$ cat src/rtl/core/qde_pkg.sv
// qde_pkg: shared widths, reset values, register indexes and the command
// type of the iterative arithmetic unit for the queue delay estimator.
// No dependencies.
package qde_pkg;

  // Default sizes
  localparam int NPorts      = 16;
  localparam int MaxSnapshot = 1024;

  // Field and state widths
  localparam int PortW    = 4;
  localparam int LenW     = 16;
  localparam int TosW     = 8;
  localparam int RunW     = 26;
  localparam int SumW     = 36;
  localparam int EstW     = 40;
  localparam int CntOutW  = 11;
  localparam int NsW      = 24;
  localparam int WgtW     = 17;
  localparam int InDataW  = 32;
  localparam int OutDataW = 72;

  // Arithmetic unit: accumulator, multiplier operand, divider steps
  localparam int AccW      = 60;
  localparam int MplW      = 24;
  localparam int DivSteps  = 52;
  localparam int ByteShift = 8;   // divide by 256 before the divider
  localparam int WgtShift  = 16;  // Q16 weight scaling

  // Configuration port
  localparam int CfgIdxW  = 2;
  localparam int CfgDataW = 24;
  localparam logic [CfgIdxW-1:0] CfgTosLimit  = 2'd0;
  localparam logic [CfgIdxW-1:0] CfgNsPerByte = 2'd1;
  localparam logic [CfgIdxW-1:0] CfgNewWeight = 2'd2;

  // Register reset values
  localparam logic [TosW-1:0] TosLimitRst  = 8'd4;
  localparam logic [NsW-1:0]  NsPerByteRst = 24'd256137;
  localparam logic [WgtW-1:0] NewWeightRst = 17'd13107;
  localparam logic [WgtW-1:0] WeightOne    = 17'h10000;

  typedef enum logic [1:0] {
    OP_MUL,   // acc = mcand * mplier
    OP_MAC,   // acc += mcand * mplier
    OP_DIV    // acc = mcand / mplier (restoring)
  } arith_op_e;

  typedef struct packed {
    logic      start;
    arith_op_e op;
  } arith_cmd_t;

endpackage

$ cat src/rtl/core/qde_arith.sv
// qde_arith: shared shift-add multiplier and restoring divider, one step
// per cycle, used by the estimator sequencer.
// Depends on qde_pkg.
module qde_arith #(
  parameter int CNT_W = 11
) (
  input  logic                        clk_i,
  input  logic                        rst_ni,
  input  qde_pkg::arith_cmd_t         cmd_i,
  input  logic [qde_pkg::AccW-1:0]    mcand_i,
  input  logic [qde_pkg::MplW-1:0]    mplier_i,
  output logic                        done_o,
  output logic [qde_pkg::AccW-1:0]    res_o
);

  localparam int AccW  = qde_pkg::AccW;
  localparam int MplW  = qde_pkg::MplW;
  localparam int StepW = $clog2(qde_pkg::DivSteps);
  localparam logic [StepW-1:0] LastStep = StepW'(qde_pkg::DivSteps - 1);

  logic                busy_q, busy_d;
  logic                done_q, done_d;
  qde_pkg::arith_op_e  op_q, op_d;
  logic [AccW-1:0]     acc_q, acc_d;
  logic [AccW-1:0]     mcand_q, mcand_d;
  logic [MplW-1:0]     mplier_q, mplier_d;
  logic [CNT_W-1:0]    rem_q, rem_d;
  logic [StepW-1:0]    step_q, step_d;

  logic [CNT_W:0]      rem_sh;
  logic [CNT_W:0]      div_ext;
  logic                q_bit;

  // Divider step: shift in next dividend bit, subtract if it fits
  assign rem_sh  = {rem_q, acc_q[qde_pkg::DivSteps-1]};
  assign div_ext = {1'b0, mplier_q[CNT_W-1:0]};
  assign q_bit   = (rem_sh >= div_ext);

  // Next-state of the unit
  always_comb begin
    busy_d   = busy_q;
    done_d   = 1'b0;
    op_d     = op_q;
    acc_d    = acc_q;
    mcand_d  = mcand_q;
    mplier_d = mplier_q;
    rem_d    = rem_q;
    step_d   = step_q;
    if (cmd_i.start) begin
      busy_d   = 1'b1;
      op_d     = cmd_i.op;
      mcand_d  = mcand_i;
      mplier_d = mplier_i;
      rem_d    = '0;
      step_d   = '0;
      unique case (cmd_i.op)
        qde_pkg::OP_MUL: acc_d = '0;
        qde_pkg::OP_MAC: acc_d = acc_q;
        qde_pkg::OP_DIV: acc_d = mcand_i;
        default:         acc_d = acc_q;
      endcase
    end else if (busy_q) begin
      if (op_q == qde_pkg::OP_DIV) begin
        acc_d  = {acc_q[AccW-2:0], q_bit};
        rem_d  = q_bit ? CNT_W'(rem_sh - div_ext) : rem_sh[CNT_W-1:0];
        step_d = step_q + 1'b1;
        if (step_q == LastStep) begin
          busy_d = 1'b0;
          done_d = 1'b1;
        end
      end else if (mplier_q == '0) begin
        busy_d = 1'b0;
        done_d = 1'b1;
      end else begin
        // shift-add: one multiplier bit a cycle
        acc_d    = acc_q + (mplier_q[0] ? mcand_q : '0);
        mcand_d  = {mcand_q[AccW-2:0], 1'b0};
        mplier_d = {1'b0, mplier_q[MplW-1:1]};
      end
    end
  end

  // Control
  always_ff @(posedge clk_i or negedge rst_ni) begin
    if (!rst_ni) begin
      busy_q <= 1'b0;
      done_q <= 1'b0;
      op_q   <= qde_pkg::OP_MUL;
      step_q <= '0;
    end else begin
      busy_q <= busy_d;
      done_q <= done_d;
      op_q   <= op_d;
      step_q <= step_d;
    end
  end

  // Datapath
  always_ff @(posedge clk_i) begin
    acc_q    <= acc_d;
    mcand_q  <= mcand_d;
    mplier_q <= mplier_d;
    rem_q    <= rem_d;
  end

  assign done_o = done_q;
  assign res_o  = acc_q;

endmodule

$ cat src/rtl/core/queue_delay_ewma_estimator_unit.sv
// queue_delay_ewma_estimator_unit: top level of the per-port queueing delay
// estimator. Depends on qde_pkg and qde_arith.
//
// Packets of a queue snapshot come in one per item; a packet that is not the
// last of its snapshot is taken and the unit is ready again at once. The last
// packet starts the per-snapshot work on the shared shift-add/divide unit: a
// scale multiply that steps through ns_per_byte up to its highest set bit, a
// 52-step divide by the short count, and, when the port already holds a
// non-zero estimate, two smoothing multiplies by the weight and its
// complement. No item is taken after the last packet until the result has
// been loaded into the output register. A snapshot with no short packet, or
// whose port is out of range, gives no result and the unit stays ready.
// Per-port estimates sit in a small memory with a valid bit per port, so
// reset clears them at once without a sweep. The result waits in an output
// register; the next snapshot may start while it is held.
module queue_delay_ewma_estimator_unit #(
  parameter int N_PORTS      = qde_pkg::NPorts,
  parameter int MAX_SNAPSHOT = qde_pkg::MaxSnapshot
) (
  input  logic                           clk_i,
  input  logic                           rst_ni,
  // configuration
  input  logic                           cfg_we_i,
  input  logic [qde_pkg::CfgIdxW-1:0]    cfg_idx_i,
  input  logic [qde_pkg::CfgDataW-1:0]   cfg_data_i,
  // packet items
  input  logic                           s_axis_tvalid_i,
  output logic                           s_axis_tready_o,
  // port_index[3:0], pkt_length[19:4], tos_byte[27:20], zero pad
  input  logic [qde_pkg::InDataW-1:0]    s_axis_tdata_i,
  input  logic                           s_axis_tlast_i,   // last_in_snapshot
  // estimate items
  output logic                           m_axis_tvalid_o,
  input  logic                           m_axis_tready_i,
  // out_port[3:0], delay_estimate[43:4], short_count[54:44],
  // total_count[65:55], zero pad
  output logic [qde_pkg::OutDataW-1:0]   m_axis_tdata_o
);

  localparam int AW   = (N_PORTS > 1) ? $clog2(N_PORTS) : 1;
  localparam int CW   = $clog2(MAX_SNAPSHOT + 1);
  localparam int RunW = qde_pkg::RunW;
  localparam int SumW = qde_pkg::SumW;
  localparam int EstW = qde_pkg::EstW;
  localparam int AccW = qde_pkg::AccW;
  localparam int MplW = qde_pkg::MplW;
  localparam logic [CW-1:0] CntMax = CW'(MAX_SNAPSHOT);

  typedef enum logic [3:0] {
    S_IDLE,
    S_SCALE_GO,
    S_SCALE_WAIT,
    S_DIV_GO,
    S_DIV_WAIT,
    S_OLD_GO,
    S_OLD_WAIT,
    S_NEW_GO,
    S_NEW_WAIT,
    S_EMIT
  } state_e;

  state_e state_q, state_d;

  // configuration registers
  logic [qde_pkg::TosW-1:0] tos_limit_q;
  logic [qde_pkg::NsW-1:0]  ns_per_byte_q;
  logic [qde_pkg::WgtW-1:0] new_weight_q;

  // snapshot accumulators
  logic [RunW-1:0] run_q, run_d;
  logic [SumW-1:0] ws_q, ws_d;
  logic [CW-1:0]   short_q, short_d;
  logic [CW-1:0]   all_q, all_d;

  // job registers
  logic [qde_pkg::PortW-1:0] port_q;
  logic [EstW-1:0]           sample_q;
  logic [EstW-1:0]           est_q;
  logic [EstW-1:0]           old_data_q;
  logic                      old_vld_q;

  // estimate store
  logic [EstW-1:0]    delay_mem [N_PORTS];
  logic [N_PORTS-1:0] vld_q;

  // output register
  logic                           m_tvalid_q, m_tvalid_d;
  logic [qde_pkg::OutDataW-1:0]   m_tdata_q, m_tdata_d;

  // input fields
  logic [qde_pkg::PortW-1:0] in_port;
  logic [qde_pkg::LenW-1:0]  in_len;
  logic [qde_pkg::TosW-1:0]  in_tos;
  logic [7:0]                in_port_ext;
  logic [7:0]                job_port_ext;
  logic [AW-1:0]             in_addr;
  logic [AW-1:0]             job_addr;

  logic            in_fire, emit_fire, out_free;
  logic [RunW:0]   run_sum;
  logic [RunW-1:0] run_new;
  logic [SumW:0]   ws_sum;
  logic [SumW-1:0] ws_new;
  logic [CW-1:0]   short_new, all_new;
  logic            is_short, port_ok, job_ok, old_zero;

  logic [qde_pkg::WgtW-1:0] w_eff, w_comp;
  logic [EstW-1:0]          div_sat;

  qde_pkg::arith_cmd_t arith_cmd;
  logic [AccW-1:0]     arith_mcand;
  logic [MplW-1:0]     arith_mplier;
  logic                arith_done;
  logic [AccW-1:0]     arith_res;

  assign in_port = s_axis_tdata_i[3:0];
  assign in_len  = s_axis_tdata_i[19:4];
  assign in_tos  = s_axis_tdata_i[27:20];

  assign in_port_ext  = 8'(in_port);
  assign job_port_ext = 8'(port_q);
  assign in_addr      = in_port_ext[AW-1:0];
  assign job_addr     = job_port_ext[AW-1:0];

  assign s_axis_tready_o = (state_q == S_IDLE);
  assign in_fire         = s_axis_tvalid_i & s_axis_tready_o;
  assign out_free        = !m_tvalid_q || m_axis_tready_i;
  assign emit_fire       = (state_q == S_EMIT) && out_free;

  // Configuration writes
  always_ff @(posedge clk_i or negedge rst_ni) begin
    if (!rst_ni) begin
      tos_limit_q   <= qde_pkg::TosLimitRst;
      ns_per_byte_q <= qde_pkg::NsPerByteRst;
      new_weight_q  <= qde_pkg::NewWeightRst;
    end else if (cfg_we_i) begin
      unique case (cfg_idx_i)
        qde_pkg::CfgTosLimit:  tos_limit_q   <= cfg_data_i[qde_pkg::TosW-1:0];
        qde_pkg::CfgNsPerByte: ns_per_byte_q <= cfg_data_i[qde_pkg::NsW-1:0];
        qde_pkg::CfgNewWeight: new_weight_q  <= cfg_data_i[qde_pkg::WgtW-1:0];
        default: ;
      endcase
    end
  end

  // Per-packet accumulation, saturating
  always_comb begin
    run_sum   = {1'b0, run_q} + (RunW+1)'(in_len);
    run_new   = run_sum[RunW] ? '1 : run_sum[RunW-1:0];
    is_short  = (in_tos <= tos_limit_q);
    ws_sum    = {1'b0, ws_q} + (SumW+1)'(run_new);
    ws_new    = !is_short ? ws_q : (ws_sum[SumW] ? '1 : ws_sum[SumW-1:0]);
    short_new = (is_short && short_q != CntMax) ? short_q + 1'b1 : short_q;
    all_new   = (all_q != CntMax) ? all_q + 1'b1 : all_q;
    port_ok   = ({24'd0, in_port_ext} < 32'(N_PORTS));
    job_ok    = (short_new != '0) && port_ok;
  end

  // Accumulators hold the snapshot through the job and clear on emit or on a dropped snapshot
  always_comb begin
    run_d   = run_q;
    ws_d    = ws_q;
    short_d = short_q;
    all_d   = all_q;
    if ((in_fire && s_axis_tlast_i && !job_ok) || emit_fire) begin
      run_d   = '0;
      ws_d    = '0;
      short_d = '0;
      all_d   = '0;
    end else if (in_fire) begin
      run_d   = run_new;
      ws_d    = ws_new;
      short_d = short_new;
      all_d   = all_new;
    end
  end

  always_ff @(posedge clk_i or negedge rst_ni) begin
    if (!rst_ni) begin
      run_q   <= '0;
      ws_q    <= '0;
      short_q <= '0;
      all_q   <= '0;
    end else begin
      run_q   <= run_d;
      ws_q    <= ws_d;
      short_q <= short_d;
      all_q   <= all_d;
    end
  end

  // Estimate store: registered read on the packet, write on emit
  always_ff @(posedge clk_i) begin
    if (in_fire) begin
      old_data_q <= delay_mem[in_addr];
      old_vld_q  <= vld_q[in_addr];
      port_q     <= in_port;
    end
    if (emit_fire) begin
      delay_mem[job_addr] <= est_q;
    end
  end

  always_ff @(posedge clk_i or negedge rst_ni) begin
    if (!rst_ni) begin
      vld_q <= '0;
    end else if (emit_fire) begin
      vld_q[job_addr] <= 1'b1;
    end
  end

  assign old_zero = !old_vld_q || (old_data_q == '0);

  // Smoothing weights, clamped to one
  assign w_eff  = (new_weight_q > qde_pkg::WeightOne) ? qde_pkg::WeightOne : new_weight_q;
  assign w_comp = qde_pkg::WeightOne - w_eff;

  // Quotient saturated to the estimate width
  assign div_sat = (|arith_res[qde_pkg::DivSteps-1:EstW]) ? '1 : arith_res[EstW-1:0];

  // Sample and estimate
  always_ff @(posedge clk_i) begin
    if (state_q == S_DIV_WAIT && arith_done) begin
      sample_q <= div_sat;
      est_q    <= div_sat;
    end else if (state_q == S_NEW_WAIT && arith_done) begin
      est_q <= arith_res[qde_pkg::WgtShift +: EstW];
    end
  end

  // Commands to the shared unit
  always_comb begin
    arith_cmd.start = 1'b0;
    arith_cmd.op    = qde_pkg::OP_MUL;
    arith_mcand     = '0;
    arith_mplier    = '0;
    unique case (state_q)
      S_SCALE_GO: begin
        arith_cmd.start = 1'b1;
        arith_cmd.op    = qde_pkg::OP_MUL;
        arith_mcand     = AccW'(ws_q);
        arith_mplier    = ns_per_byte_q;
      end
      S_DIV_GO: begin
        arith_cmd.start = 1'b1;
        arith_cmd.op    = qde_pkg::OP_DIV;
        arith_mcand     = AccW'(arith_res[AccW-1:qde_pkg::ByteShift]);
        arith_mplier    = MplW'(short_q);
      end
      S_OLD_GO: begin
        arith_cmd.start = 1'b1;
        arith_cmd.op    = qde_pkg::OP_MUL;
        arith_mcand     = AccW'(old_data_q);
        arith_mplier    = MplW'(w_comp);
      end
      S_NEW_GO: begin
        arith_cmd.start = 1'b1;
        arith_cmd.op    = qde_pkg::OP_MAC;
        arith_mcand     = AccW'(sample_q);
        arith_mplier    = MplW'(w_eff);
      end
      default: ;
    endcase
  end

  qde_arith #(
    .CNT_W (CW)
  ) u_arith (
    .clk_i    (clk_i),
    .rst_ni   (rst_ni),
    .cmd_i    (arith_cmd),
    .mcand_i  (arith_mcand),
    .mplier_i (arith_mplier),
    .done_o   (arith_done),
    .res_o    (arith_res)
  );

  // Sequencer and output register
  always_comb begin
    state_d    = state_q;
    m_tvalid_d = m_tvalid_q;
    m_tdata_d  = m_tdata_q;
    if (m_axis_tready_i) m_tvalid_d = 1'b0;
    unique case (state_q)
      S_IDLE:       if (in_fire && s_axis_tlast_i && job_ok) state_d = S_SCALE_GO;
      S_SCALE_GO:   state_d = S_SCALE_WAIT;
      S_SCALE_WAIT: if (arith_done) state_d = S_DIV_GO;
      S_DIV_GO:     state_d = S_DIV_WAIT;
      S_DIV_WAIT:   if (arith_done) state_d = old_zero ? S_EMIT : S_OLD_GO;
      S_OLD_GO:     state_d = S_OLD_WAIT;
      S_OLD_WAIT:   if (arith_done) state_d = S_NEW_GO;
      S_NEW_GO:     state_d = S_NEW_WAIT;
      S_NEW_WAIT:   if (arith_done) state_d = S_EMIT;
      S_EMIT: begin
        if (out_free) begin
          state_d    = S_IDLE;
          m_tvalid_d = 1'b1;
          m_tdata_d  = {6'd0, qde_pkg::CntOutW'(all_q), qde_pkg::CntOutW'(short_q),
                        est_q, port_q};
        end
      end
      default: state_d = S_IDLE;
    endcase
  end

  always_ff @(posedge clk_i or negedge rst_ni) begin
    if (!rst_ni) begin
      state_q    <= S_IDLE;
      m_tvalid_q <= 1'b0;
      m_tdata_q  <= '0;
    end else begin
      state_q    <= state_d;
      m_tvalid_q <= m_tvalid_d;
      m_tdata_q  <= m_tdata_d;
    end
  end

  assign m_axis_tvalid_o = m_tvalid_q;
  assign m_axis_tdata_o  = m_tdata_q;

`ifndef SYNTHESIS
  // short packets never outnumber all packets
  a_short_le_all: assert property (@(posedge clk_i) disable iff (!rst_ni)
    short_q <= all_q)
    else $error("short count exceeds total count");

  // an emitted estimate always has at least one short packet
  a_out_has_short: assert property (@(posedge clk_i) disable iff (!rst_ni)
    m_tvalid_q |-> (m_tdata_q[54:44] != '0))
    else $error("estimate emitted with zero short count");

  // the shared unit only finishes while the sequencer waits for it
  a_done_in_wait: assert property (@(posedge clk_i) disable iff (!rst_ni)
    arith_done |-> (state_q == S_SCALE_WAIT || state_q == S_DIV_WAIT ||
                    state_q == S_OLD_WAIT || state_q == S_NEW_WAIT))
    else $error("arithmetic done outside a wait state");

  // emit loads the output register
  a_emit_loads: assert property (@(posedge clk_i) disable iff (!rst_ni)
    emit_fire |=> m_tvalid_q)
    else $error("emit did not present an item");
`endif

endmodule

$ cat config.mk
export PLATFORM = sky130hd
export DESIGN_NAME = queue_delay_ewma_estimator_unit
export DESIGN_NICKNAME = d
export VERILOG_FILES = /design/src/rtl/core/qde_pkg.sv /design/src/rtl/core/qde_arith.sv /design/src/rtl/core/queue_delay_ewma_estimator_unit.sv
export SDC_FILE = /design/constraint.sdc
export NUM_CORES = 2
export LEC_CHECK = 0
export BUFFER_PORTS_ARGS = -buffer_cell sky130_fd_sc_hd__buf_2
export CAP_MARGIN = 0
export CORE_MARGIN = 1
export CORE_UTILIZATION = 40
export DETAILED_ROUTE_END_ITERATION = 12
export GPL_TIMING_DRIVEN = 0
export HOLD_SLACK_MARGIN = 0.08
export SYNTH_ARGS = -nofsm -noshare
export SYNTH_HDL_FRONTEND = slang
export SYNTH_SLANG_ARGS = --single-unit
$ cat constraint.sdc
create_clock -name clk_i -period 14.1 [get_ports clk_i]
set_input_delay 0.705 -clock clk_i [delete_from_list [all_inputs] [get_ports clk_i]]
set_output_delay 0.705 -clock clk_i [all_outputs]
set_load 0.01 [all_outputs]
==> reports/results.ini <==
[outcome]
outcome = completed

[setup_path]
critPathKind = reg -> reg
end_kind = register
cp-start-kind = register
crit_arrival_ns = 6.66
cp_max_fo = 10
path_buf_inv = 1
crit_slowest_cell = a31oi_1
required_ns = 14.73
cp_slowest_stage_delay_ns = 0.58
crit_family = compound AO/OA/AOI/OAI gates
worstPathCellList = ha_1 > fa_1 > a21o_1 > a21oi_1 > o21ba_2 > o32ai_2 > o21bai_1 > a21oi_2 > nand4_1 > clkbuf_1 > nand2_1 > ha_1 > a21oi_1 > nor2_1 > a211oi_1 > o21ai_2 > a21boi_0 > o31ai_1 > a31oi_1 > nor2_1 > a41oi_1 > a211oi_1

[min_path]
hold_path.class = in -> reg

[power_and_ir_drop]
power.total_mw = 11.9
power_density_mw_per_mm2 = 195
irDropWorstVdd_uv = 121
p_leak_nw = 22.5

[floorplan]
io_pins = 138
die_y_um = 366
fp-row-count = 133
coreArea_mm2 = 0.131
initial_core_util = 0.403
die-area_mm2 = 0.134
die_w_um = 366

[sta]
hold_viol_final = 0
fmax_ghz = 0.166
post-route-period-util = 0.428
tightestPinTransition_ns = 1.31
finClkSkew_ns = 0.0627
finalSetupViolCount = 0
finalSetupTns_ns = 0
rsz0062_at_grt = no
max-slew-margin-rel = 0.130
min_period_ns = 6.03
maxSlewViolCount = 0

[placed_design]
gp_congestion = 0.921
dp_hpwl_um = 107000
portBuffers = 127
placed_area_mm2 = 0.0569
placed_cells = 5737

[final_layout]
instances_no_fill = 5958
nFillCells = 11539
drive_gt1_frac = 0.196
postLayoutCellArea_mm2 = 0.0610
antenna_cells = 0
syn2layout_area_growth_pct = 15.3
fin_nets = 4294
postLayoutCoreUtil = 0.465

[clock_tree]
clock_latency_ns = 0.77
cts_root_buf = clkbuf_16
cts-htree-levels = 3
cts_tree = built
postCtsSetupBuffers = 0
cts.sinks = 1150
cts.path.max_buffers = 3
clk_pin_slew_worst_paths_ns = 0.07
numCtsBuffers = 115

[global_route]
grt_use_total = 0.229
antenna_found_initial = 3
gr-total-overflow = 0
grt_pass1_vias = 34069
grt_pass1_wl_um = 226000
grt_max_degree = 112

[drt]
ant_nets = 0
wl_per_cell_um = 25.6
dr.pass1.iters = 6
drt-total-wl_um = 152000
num_vias = 34162
drt_iter0_drc = 4059
viasPerCell = 5.73
drc_errors = 0

[synth]
ys_warn_count = 0
ys_seq_area_frac = 0.629
netlist_area_mm2 = 0.0529
avgSynthCellArea_um2 = 13.9
synthTopCellsByArea = edfxtp_1, dfrtp_1, mux4_2
async_flop_share = 0.200
synth_cell_type_count = 101
synth_common_cells = edfxtp_1, nand2_1, nor2_1
netlist.area_leader.share = 0.516
synth_ff_type = edfxtp_1
syn_inst = 3793
yosysMostFrequentCell = edfxtp_1
yosysTopAreaCell = edfxtp_1
synth_edf_count = 909
synth_seq_cells = 1150

[flow_run]
cap_violations = 0

## worst register-to-register path, delay by kind of cell (launching register included)
family / cells / cell delay (ns)
fa+ha+maj: 3 / 0.98
simple gates: 4 / 0.62
flops: 1 / 0.38
compound gates: 14 / 3.55
buf+inv: 1 / 0.40
## cell usage in the layout (no fill, tap or decap), types with 20 or more instances in the layout
master,synthesis,final
edfxtp_1,909,909
nand2_1,410,410
dfrtp_1,212,212
nor2_1,222,210
mux4_2,205,205
clkbuf_1,161,177
a21oi_1,168,167
o21ai_0,152,151
buf_2,21,149
ha_1,126,126
clkbuf_16,0,118
a22oi_1,91,91
and2_1,81,81
mux2_2,81,81
nand3_1,72,72
a21o_1,64,64
xnor2_1,62,62
xor2_1,62,62
or2_2,62,62
inv_1,61,61
nor3_1,60,54
a211oi_1,47,47
nand4_1,36,36
and3_1,28,28
nor4_1,28,28
buf_6,1,27
clkinv_2,0,23
nand2b_1,22,22
a22o_1,22,22
nor2b_1,22,22
a222oi_1,22,22
buf_1,21,20
## registers in the layout, indices dropped and copies added (netlist names), 17 cells and up
signal	count
delay_mem	640
est_q	40
m_axis_tdata_o	66
new_weight_q	17
ns_per_byte_q	24
old_data_q	40
run_q	26
sample_q	40
u_arith.mcand_q	60
u_arith.mplier_q	24
u_arith.res_o	60
ws_q	36
## metrics by stage
stage,setup slack (ns),hold WS (ns)
floorplan,6.71,0.409
global placement,1.91,0.446
detailed placement,7.54,0.448
CTS,7.99,0.111
global route,7.54,0.140
finish,8.07,0.170
## metal layers
metal	wire length (um)	vias up	track usage
li1	-	15189	-
met4	3940	4	0.0635
met3	10700	213	0.0368
met1	65700	17490	0.319
met5	23	-	0
met2	72100	1266	0.371
## area by class of cell
class | instances | area, um^2 | area share
clock inverter | 77 | 978 | 0.0160
inverter | 61 | 229 | 0.00375
sequential | 1150 | 33300 | 0.546
tap | 1755 | 2200 | 0.0360
multi-input combinational | 2374 | 18700 | 0.306
clock buffer | 143 | 3110 | 0.0509
timing repair buffer | 185 | 1650 | 0.0270
buffer | 213 | 870 | 0.0143
## power breakdown
part	leakage, nW	switching [mW]	internal [mW]	total [mW]
sequential	11.6	0.495	4.24	4.74
clock	1.99	1.40	1.91	3.31
combinational	8.99	2.36	1.47	3.83
## path summary, 6_finish.rpt
check | from | to | slack, ns | cells after the start
min reg2reg | vld_q[14]$_DFFE_PN0P_ | vld_q[14]$_DFFE_PN0P_ | 0.46 | 1
max in group asynchronous | rst_ni | m_axis_tdata_o[34]$_DFFE_PN0P_ | 12.77 | 3
min | s_axis_tdata_i[0] | job_addr[0]$_DFFE_PP_ | 0.17 | 1
max reg2reg | run_q[0]$_DFFE_PN0P_ | ws_q[33]$_DFFE_PN0P_ | 8.07 | 22
min in group asynchronous | rst_ni | tos_limit_q[3]$_DFFE_PN0P_ | 0.39 | 2
max | run_q[0]$_DFFE_PN0P_ | ws_q[33]$_DFFE_PN0P_ | 8.07 | 22
## cell families (layout without fill, tap and decap cells)
| kind of cell | after synthesis | in the layout | synth area share |
|---|---|---|---|
| DFF | 1150 | 1150 | 0.629 |
| and+or+nand+nor | 1090 | 1090 | 0.0978 |
| AOI/OAI and AO/OA | 730 | 730 | 0.0941 |
| muxes | 294 | 294 | 0.106 |
| buffers and inverters | 274 | 679 | 0.0207 |
| adders and majority gates | 130 | 130 | 0.0313 |
| xor gates and xnor gates | 124 | 124 | 0.0205 |
| other | 1 | 6 | 0.0000709 |
## what timing repair did
| item | in CTS | in global routing |
|---|---|---|
| endpoints found under the hold margin | 25 | 0 |
| setup endpoints to repair | 0 | 0 |
| hold buffers | 1 | 0 |
| gates resized for setup | 0 | 0 |
Note: power is estimated with default switching activity, not from simulation.
